===== src/hdl/fqi_pkg.sv =====
// ----------------------------------------------------------------------------
// fqi_pkg
// shared types and constants of the record indexer
// ----------------------------------------------------------------------------
package fqi_pkg;

	localparam int unsigned OFFSET_BITS_DEF = 32;
	localparam int unsigned LINES_PER_RECORD = 4;
	localparam int unsigned REPORT_BITS = 32;

	localparam logic [7:0] CH_SPACE = 8'h20;
	localparam logic [7:0] CH_NEWLINE = 8'h0A;

	typedef enum logic {
		KIND_NAME = 1'b0,
		KIND_BOUNDARY = 1'b1
	} kind_t;

	typedef struct packed {
		kind_t kind;
		logic [7:0] name_char;
		logic [REPORT_BITS-1:0] start_offset;
		logic [REPORT_BITS-1:0] end_offset;
	} result_t;

endpackage


===== src/hdl/fqi_parse.sv =====
// ----------------------------------------------------------------------------
// fqi_parse
// input register, parser state and per-byte result logic
// ----------------------------------------------------------------------------
module fqi_parse #(
	parameter int unsigned OFFSET_BITS = fqi_pkg::OFFSET_BITS_DEF
) (
	input  logic clk,
	input  logic arst_n,
	input  logic in_valid,
	output logic in_ready,
	input  logic [7:0] in_byte,
	input  logic in_last,
	input  logic res_ready,
	output logic res_valid,
	output fqi_pkg::result_t res
);

	localparam logic [OFFSET_BITS-1:0] OFF_MAX = '1;
	localparam logic [1:0] LAST_LINE = 2'(fqi_pkg::LINES_PER_RECORD - 1);

	logic valid_s1;
	logic [7:0] byte_s1;
	logic last_s1;

	logic [OFFSET_BITS-1:0] pos_q, pos_d;
	logic [OFFSET_BITS-1:0] begin_q, begin_d;
	logic [1:0] line_q, line_d;
	logic name_fin_q, name_fin_d;
	logic skip_q, skip_d;

	logic fire;
	logic name_phase, is_delim, emit_name, line_end, rec_end;
	logic [OFFSET_BITS-1:0] pos_inc;
	logic [63:0] begin_ext, pos_ext;

	assign fire = valid_s1 && res_ready;
	assign in_ready = !valid_s1 || res_ready;

	always_ff @(posedge clk or negedge arst_n) begin
		if (!arst_n) begin
			valid_s1 <= 1'b0;
		end else if (in_valid && in_ready) begin
			valid_s1 <= 1'b1;
		end else if (fire) begin
			valid_s1 <= 1'b0;
		end
	end

	always_ff @(posedge clk) begin
		if (in_valid && in_ready) begin
			byte_s1 <= in_byte;
			last_s1 <= in_last;
		end
	end

	always_comb begin
		name_phase = (line_q == 2'd0) && !name_fin_q;
		is_delim = (byte_s1 == fqi_pkg::CH_SPACE) || (byte_s1 == fqi_pkg::CH_NEWLINE);
		emit_name = name_phase && !is_delim && !skip_q;
		line_end = (byte_s1 == fqi_pkg::CH_NEWLINE) || last_s1;
		rec_end = line_end && (line_q == LAST_LINE);
		// offsets stick at the top value
		pos_inc = (pos_q == OFF_MAX) ? pos_q : pos_q + 1'b1;
		begin_ext = 64'(begin_q);
		pos_ext = 64'(pos_q);
	end

	always_comb begin
		res_valid = valid_s1 && (emit_name || rec_end);
		if (rec_end) begin
			res.kind = fqi_pkg::KIND_BOUNDARY;
			res.name_char = 8'd0;
			res.start_offset = begin_ext[fqi_pkg::REPORT_BITS-1:0];
			res.end_offset = pos_ext[fqi_pkg::REPORT_BITS-1:0];
		end else begin
			res.kind = fqi_pkg::KIND_NAME;
			res.name_char = byte_s1;
			res.start_offset = '0;
			res.end_offset = '0;
		end
	end

	always_comb begin
		pos_d = pos_inc;
		begin_d = begin_q;
		line_d = line_q;
		name_fin_d = name_fin_q;
		skip_d = skip_q;
		if (name_phase) begin
			if (is_delim) begin
				name_fin_d = 1'b1;
			end else begin
				// leading marker of the name is dropped
				skip_d = 1'b0;
			end
		end
		if (rec_end) begin
			begin_d = pos_inc;
			line_d = 2'd0;
			name_fin_d = 1'b0;
			skip_d = 1'b1;
		end else if (line_end) begin
			line_d = line_q + 2'd1;
		end
		if (last_s1) begin
			pos_d = '0;
			begin_d = '0;
			line_d = 2'd0;
			name_fin_d = 1'b0;
			skip_d = 1'b1;
		end
	end

	always_ff @(posedge clk or negedge arst_n) begin
		if (!arst_n) begin
			pos_q <= '0;
			begin_q <= '0;
			line_q <= 2'd0;
			name_fin_q <= 1'b0;
			skip_q <= 1'b1;
		end else if (fire) begin
			pos_q <= pos_d;
			begin_q <= begin_d;
			line_q <= line_d;
			name_fin_q <= name_fin_d;
			skip_q <= skip_d;
		end
	end

endmodule


===== src/hdl/fqi_out.sv =====
// ----------------------------------------------------------------------------
// fqi_out
// result register toward the output stream
// ----------------------------------------------------------------------------
module fqi_out (
	input  logic clk,
	input  logic arst_n,
	input  logic res_valid,
	output logic res_ready,
	input  fqi_pkg::result_t res,
	output logic out_valid,
	input  logic out_ready,
	output fqi_pkg::result_t out_res
);

	logic valid_q;
	fqi_pkg::result_t res_q;

	assign res_ready = !valid_q || out_ready;
	assign out_valid = valid_q;
	assign out_res = res_q;

	always_ff @(posedge clk or negedge arst_n) begin
		if (!arst_n) begin
			valid_q <= 1'b0;
		end else if (res_ready) begin
			valid_q <= res_valid;
		end
	end

	always_ff @(posedge clk) begin
		if (res_ready && res_valid) begin
			res_q <= res;
		end
	end

endmodule


===== src/hdl/fastq_record_indexer.sv =====
// ----------------------------------------------------------------------------
// fastq_record_indexer
// byte-serial indexer for one block of four-line text records
// ----------------------------------------------------------------------------
// one text byte enters per s_ word, s_tuser flags the last byte of a block.
// each byte gives at most one m_ word: a read-name byte (marker dropped,
// up to the first space or newline) on a record's first line, or the
// record's start and end offsets when its fourth line ends.
// throughput is one byte per cycle while the receiver does not stall, set by
// the state update in the parse stage. a taken byte is held in the input
// register, then its word is captured in the result register, which drives m_tvalid.
// bytes that give no word simply leave the parse stage.
// when the receiver stalls the result register holds and the parse stage
// fills; s_tready then drops until m_tready returns.
// reset clears offsets, line count and name state and empties both stages;
// offsets, line count and name state are also cleared after every last byte.
// ----------------------------------------------------------------------------
module fastq_record_indexer #(
	parameter int unsigned OFFSET_BITS = fqi_pkg::OFFSET_BITS_DEF
) (
	input  logic clk,
	input  logic arst_n,
	input  logic s_tvalid,
	output logic s_tready,
	input  logic [7:0] s_tdata,   // [7:0] data_byte
	input  logic s_tuser,         // [0] block_end
	output logic m_tvalid,
	input  logic m_tready,
	output logic [71:0] m_tdata,  // [7:0] name_char, [39:8] start_offset, [71:40] end_offset
	output logic m_tuser          // [0] kind
);

	logic res_valid;
	logic res_ready;
	fqi_pkg::result_t res;
	fqi_pkg::result_t out_res;

	fqi_parse #(
		.OFFSET_BITS(OFFSET_BITS)
	) u_parse (
		.clk(clk),
		.arst_n(arst_n),
		.in_valid(s_tvalid),
		.in_ready(s_tready),
		.in_byte(s_tdata),
		.in_last(s_tuser),
		.res_ready(res_ready),
		.res_valid(res_valid),
		.res(res)
	);

	fqi_out u_out (
		.clk(clk),
		.arst_n(arst_n),
		.res_valid(res_valid),
		.res_ready(res_ready),
		.res(res),
		.out_valid(m_tvalid),
		.out_ready(m_tready),
		.out_res(out_res)
	);

	assign m_tdata = {out_res.end_offset, out_res.start_offset, out_res.name_char};
	assign m_tuser = out_res.kind;

endmodule


===== config.mk =====
export PLATFORM = sky130hd
export DESIGN_NAME = fastq_record_indexer
export DESIGN_NICKNAME = d
export VERILOG_FILES = /design/src/hdl/fqi_pkg.sv /design/src/hdl/fqi_parse.sv /design/src/hdl/fqi_out.sv /design/src/hdl/fastq_record_indexer.sv
export SDC_FILE = /design/constraint.sdc
export NUM_CORES = 1
export LEC_CHECK = 0
export ABC_AREA = 1
export BUFFER_PORTS_ARGS = -buffer_cell sky130_fd_sc_hd__buf_2
export CAP_MARGIN = 40
export CELL_PAD_IN_SITES_DETAIL_PLACEMENT = 1
export CELL_PAD_IN_SITES_GLOBAL_PLACEMENT = 2
export CORE_UTILIZATION = 35
export DETAILED_ROUTE_END_ITERATION = 7
export HOLD_SLACK_MARGIN = 0.12
export PLACE_DENSITY_LB_ADDON = 0.1
export SLEW_MARGIN = 20
export SYNTH_ARGS = -nofsm -noshare
export SYNTH_HDL_FRONTEND = slang
export SYNTH_SLANG_ARGS = --single-unit

===== constraint.sdc =====
create_clock -name clk -period 4.2 [get_ports clk]
set_input_delay 0.42 -clock clk [delete_from_list [all_inputs] [get_ports clk]]
set_output_delay 0.42 -clock clk [all_outputs]
set_load 0.005 [all_outputs]

# --- Word-level counts from Yosys, hierarchy flattened ---
# Cells that the tools add are included.
classes:
  addsub: 2
  multipliers: 0
  div_mod_pow: 0
  magnitude_cmp: 0
  n_eq_ne: 5
  shift: 0
  n_mux: 18
  n_bitwise: 0
  reduce_logical: 28
op_table:
  columns: ["operator", "n"]
  rows:
  - ["two-way mux 32 bit", 4]
  - ["two-way mux 73 bit", 1]
  - ["adder 32 x 1 -> 32 bit, second input constant", 1]
  - ["== test 32 bit, second input constant", 1]
  - ["two-way mux 1 bit", 10]
  - ["nonzero test 3 bit", 3]
  - ["== test 8 x 4 -> 1 bit, second input constant", 1]
  - ["== test 8 x 6 -> 1 bit, second input constant", 1]
  - ["logical AND 1 bit", 8]
  - ["two-way mux 2 bit", 3]
  - ["AND reduction 3 bit", 2]
  - ["zero test 1 bit", 5]
  - ["logical OR 1 bit", 5]
  - ["AND reduction 2 bit", 2]
  - ["nonzero test 2 bit", 2]
  - ["inequality test 3 x 2 -> 1 bit, second input constant", 1]
  - ["adder 2 x 1 -> 2 bit, second input constant", 1]
  - ["== test 2 bit, second input constant", 1]
  - ["zero test 2 bit", 1]
totals:
  ff_bits: 152
  latchBits: 0
  ramBits: 0
  rom_bits: 0
  wordCells: 66
  n_memories: 0

# --- Depth between registers and ports, before layout ---
logic_depth:
  depth_word: 8
  mapped_depth: 10
  mapped_depth_nobuf: 10

# --- Modules after synthesis ---
# A second synthesis with hierarchy kept.
hier_totals:
  hier_cells: 777
  hier_area_um2: 6975.4
modules_own_cells:
  columns: ["module", "n_inst", "cells_each", "area_per_inst_um2", "seq_area_each_um2"]
  rows:
  - ["fqi_parse", 1, 698, 4738.3, 1998.2]
  - ["fqi_out", 1, 79, 2237.1, 2217.1]

# --- Least setup slack after synthesis ---
# No wires, ideal clock.
synth_path:
  path_kind: "input port to flip-flop"
  start: "input m_tready"
  end: "register u_out.res_q (netlist bit u_out.out_res[0]) (enable)"
  setup_ns: 0.433
  arrival_ns: 2.802
  required_ns: 3.767
  slack_ns: 0.964
  path_stages: 7
  path_cell_list: "inv_1 nand2_1 nand2_1 nor3_1 nand2_1 or2_2 nand2_1"
synth_via:
  elab_chain_cells: 2
synth_lines:
  columns: ["element", "line", "source"]
  rows:
  - ["start, declared", "fastq_record_indexer.sv:28", "input logic m_tready,"]
  - ["logical OR 1 bit", "fqi_out.sv:19", "assign res_ready = !valid_q || out_ready;"]
  - ["logical AND 1 bit", "fqi_out.sv:32", "if (res_ready && res_valid) begin"]
  - ["end signal, assigned", "fqi_out.sv:33", "res_q <= res;"]
  - ["end, declared", "fqi_out.sv:17", "fqi_pkg::result_t res_q;"]
# No other way between the ends.
# A chain may end at the register's enable or synchronous reset.

# --- Final worst setup path ---
layout_path:
  start: "register u_parse.byte_s1[7]"
  end: "register u_out.res_q (netlist bit u_out.out_res[49]) (enable)"
layout_via:
  elab_chain_cells: 8
  elab_cells_between_ends: 11
  cone_classes: "eq/ne (2); reduce/logical (9)"
layout_lines:
  columns: ["element", "line", "source"]
  rows:
  - ["start, declared", "fqi_parse.sv:23", "logic [7:0] byte_s1;"]
  - ["start signal, assigned", "fqi_parse.sv:52", "byte_s1 <= in_byte;"]
  - ["== test 8 x 6 -> 1 bit or == test 8 x 4 -> 1 bit (tied branches)", "fqi_parse.sv:59, fqi_parse.sv:61", null]
  - ["logical OR 1 bit", "fqi_parse.sv:59", "is_delim = (byte_s1 == fqi_pkg::CH_SPACE) || (byte_s1 == fqi_pkg::CH_NEWLINE);"]
  - ["zero test 1 bit", "fqi_parse.sv:60", "emit_name = name_phase && !is_delim && !skip_q;"]
  - ["logical AND 1 bit (2 in series)", "fqi_parse.sv:60", null]
  - ["logical OR 1 bit *", "fqi_parse.sv:70", "res_valid = valid_s1 && (emit_name || rec_end);"]
  - ["logical AND 1 bit *", "fqi_parse.sv:70", null]
  - ["logical AND 1 bit *", "fqi_out.sv:32", null]
# Mark *: on every way between the ends. The rest lies on a longest branch, timed or not.

==> flow_summary.toml <==
[placed_design]
place_area_mm2 = 0.007645
dp_cells = 1099
io_buffers = 87
pre_cts_slack_ps = 1389
dp_hpwl_mm = 13.67
routabilityCongestion = 0.8778

[cts]
cts_sinks = 152
htree_levels = 4
clk_pin_slew_ps = 60
cts_tree = "done"
cts_resized = 0
cts_buffers = 17
cts_buffer_depth = 2
clock_latency_ps = 430
root_buffer = "clkbuf_16"

[critical_path]
cp.buffers_inverters = 1
reg2regPathDepth = 8
crit_chain = "nor2_1 -> nand2_1 -> nor2_2 -> nor2_1 -> nor2_1 -> nand2_1 -> nand2_4 -> buf_12"
crit_family = "simple AND/OR/NAND/NOR gates"
crit_slowest_cell = "nor2_1"
path_class = "register to register"
crit_arrival_ps = 2880
cp-endpoint = "u_out.out_res[49]"
crit_fanout = 43
start_kind = "register"
max_stage_delay_ps = 550
r2r-start = "u_parse.byte_s1[7]"
r2r-end = "u_out.out_res[49]"
cp_common_cell = "nor2_1"
crit_path_end_kind = "register"
critPathLaunch = "u_parse.byte_s1[7]"
cp_num_cells = 8
required_ps = 4310
regToRegSetupSlack_ps = 1430

[synth]
synth_cell_types = 28
yosysWarnings = 0
synth_flop_cell = "edfxtp_1"
synth_seq_cells = 152
async_flop_share_pct = 46.05
synth_edf_count = 82
syn_avg_cell_area_um2 = 8.932
yosysSeqAreaShare_pct = 61.21
syn_nets = 787
synth_area_mm2 = 0.006887
syn_inst = 771

[routing]
num_vias = 5372
detail-route-antenna-nets = 0
routed_wl_mm = 19.08
dr.first_iter.drc_count = 293
wl_per_cell_um = 16.86
vias_per_cell = 4.746
drc = 0
dr.pass1.iters = 4

[floorplan]
dieWidth_um = 142.3
start_util_pct = 36.21
die_h_um = 142.3
coreArea_mm2 = 0.01902
dieArea_mm2 = 0.02024
rows = 50
io_pins = 88

[power]
power.density_mw_per_mm2 = 494.7
total_power_mw = 4.092
p_leak_nw = 3.391
vdd_drop_max_uv = 288.8

[grt]
grt_pass1_vias = 5842
grt_max_degree = 45
grt_overflow = 0
grt.total_usage_pct = 20.64
grt_pass1_wl_mm = 31.41
antenna_found_initial = 0

[timing]
skew_ps = 8.406
timing.hold.ws_ps = 161.4
drv_slew = 0
finalHoldViolations = 0
tightestPinTransition_ps = 696.6
period_minus_slack_ps = 2767
rsz0062_at_grt = "no"
fin_ws_ps = 1433
setup_viol = 0
fmax_ghz = 0.3614
fin_tns_setup_ps = 0
relSlewSlack_pct = 53.39
period_share_pct = 65.88

[layout]
layout_common_cells = "nand2_1 (194), nor2_1 (134), nand3_1 (109), buf_2 (87), inv_1 (84)"
synthToLayoutAreaGrowth_pct = 20.11
final_cells = 1132
antenna_cells = 0
final_core_util_pct = 43.49
nets = 875
fin_area_mm2 = 0.008272
layout-drive-gt1-share_pct = 17.09
fill_cells = 2255
mostFrequentLayoutCell = "nand2_1"

[run_status]
outcome = "complete, no violations"

[min_path]
hold_path.startpoint = "s_tuser"
hp-class = "primary input to register"

[run]
drv_cap = 0
-- routing by layer --
metal  wire [um]  vias to the layer above  global-route usage [%]
met2        9322                       98                   35.11
met3         625                       18                   2.793
met4         268                        0                   7.018
met1        8866                     2615                   27.02
li1            -                     2641                       -
met5           0                        -                       0
-- repair_timing --
item	4_1_cts	5_1_grt
hold buffers	1	0
endpoints found under the hold margin	25	0
setup buffers	0	0
-- flip-flops by register name, indices dropped and copies added (netlist names) --
name,flops
u_parse.last_s1,1
u_parse.name_fin_q,1
u_parse.line_q,2
u_parse.skip_q,1
u_out.out_valid,1
u_out.out_res,73
u_parse.begin_q,32
u_parse.pos_q,32
u_parse.valid_s1,1
u_parse.byte_s1,8
-- area by class of cell --
| type | count | area [um2] | share of cell area (%) |
|---|---|---|---|
| sequential | 152 | 4215 | 50.96 |
| clock inverter | 15 | 191.4 | 2.314 |
| clock buffer | 17 | 425.4 | 5.143 |
| multi-input combinational | 501 | 2198 | 26.58 |
| timing repair buffer | 97 | 578.1 | 6.988 |
| inverter | 90 | 337.8 | 4.084 |
| tap | 260 | 325.3 | 3.933 |
-- power breakdown --
| group | total (mW) | internal (mW) | switching [mW] |
|---|---|---|---|
| Sequential | 1.88 | 1.80 | 0.0816 |
| Combinational | 0.601 | 0.183 | 0.417 |
| Clock | 1.61 | 0.948 | 0.658 |
| Total | 4.09 | 2.93 | 1.16 |
-- synth_stat cells, types with 2 or more instances --
master / instances / area [um2]
a21oi_1: 2 / 10.01
clkinv_1: 2 / 7.510
nand2_4: 2 / 22.52
o21ai_1: 2 / 10.01
nand2_1: 195 / 732.0
buf_2: 15 / 75.07
inv_2: 4 / 15.01
inv_1: 84 / 315.3
dfrtp_1: 69 / 1727
nand3_1: 109 / 545.5
buf_6: 2 / 22.52
nor2_1: 134 / 503.0
clkbuf_1: 9 / 33.78
edfxtp_1: 82 / 2462
nor2_2: 2 / 12.51
o21ai_2: 3 / 26.28
o21ai_0: 38 / 190.2
ha_1: 3 / 37.54
nand2_2: 2 / 12.51
nor2_4: 4 / 45.04
-- how the worst min path moves through the flow --
stage	to	slack [ps]	depth (start not counted)
after floorplan	u_out.out_valid	120	0
after global placement	u_parse.skip_q	450	2
after detailed placement	u_parse.skip_q	460	2
after CTS	u_parse.last_s1	140	1
after global routing	u_parse.byte_s1[4]	150	1
final	u_parse.last_s1	160	1
-- cell families after synthesis --
kind of cell | synth area share (%)
adders and majority gates | 0.5451
DFF | 61.21
buffers and inverters | 6.977
AOI/OAI and AO/OA | 3.670
and+or+nand+nor | 27.60
Power figures use the tool's default switching activity.
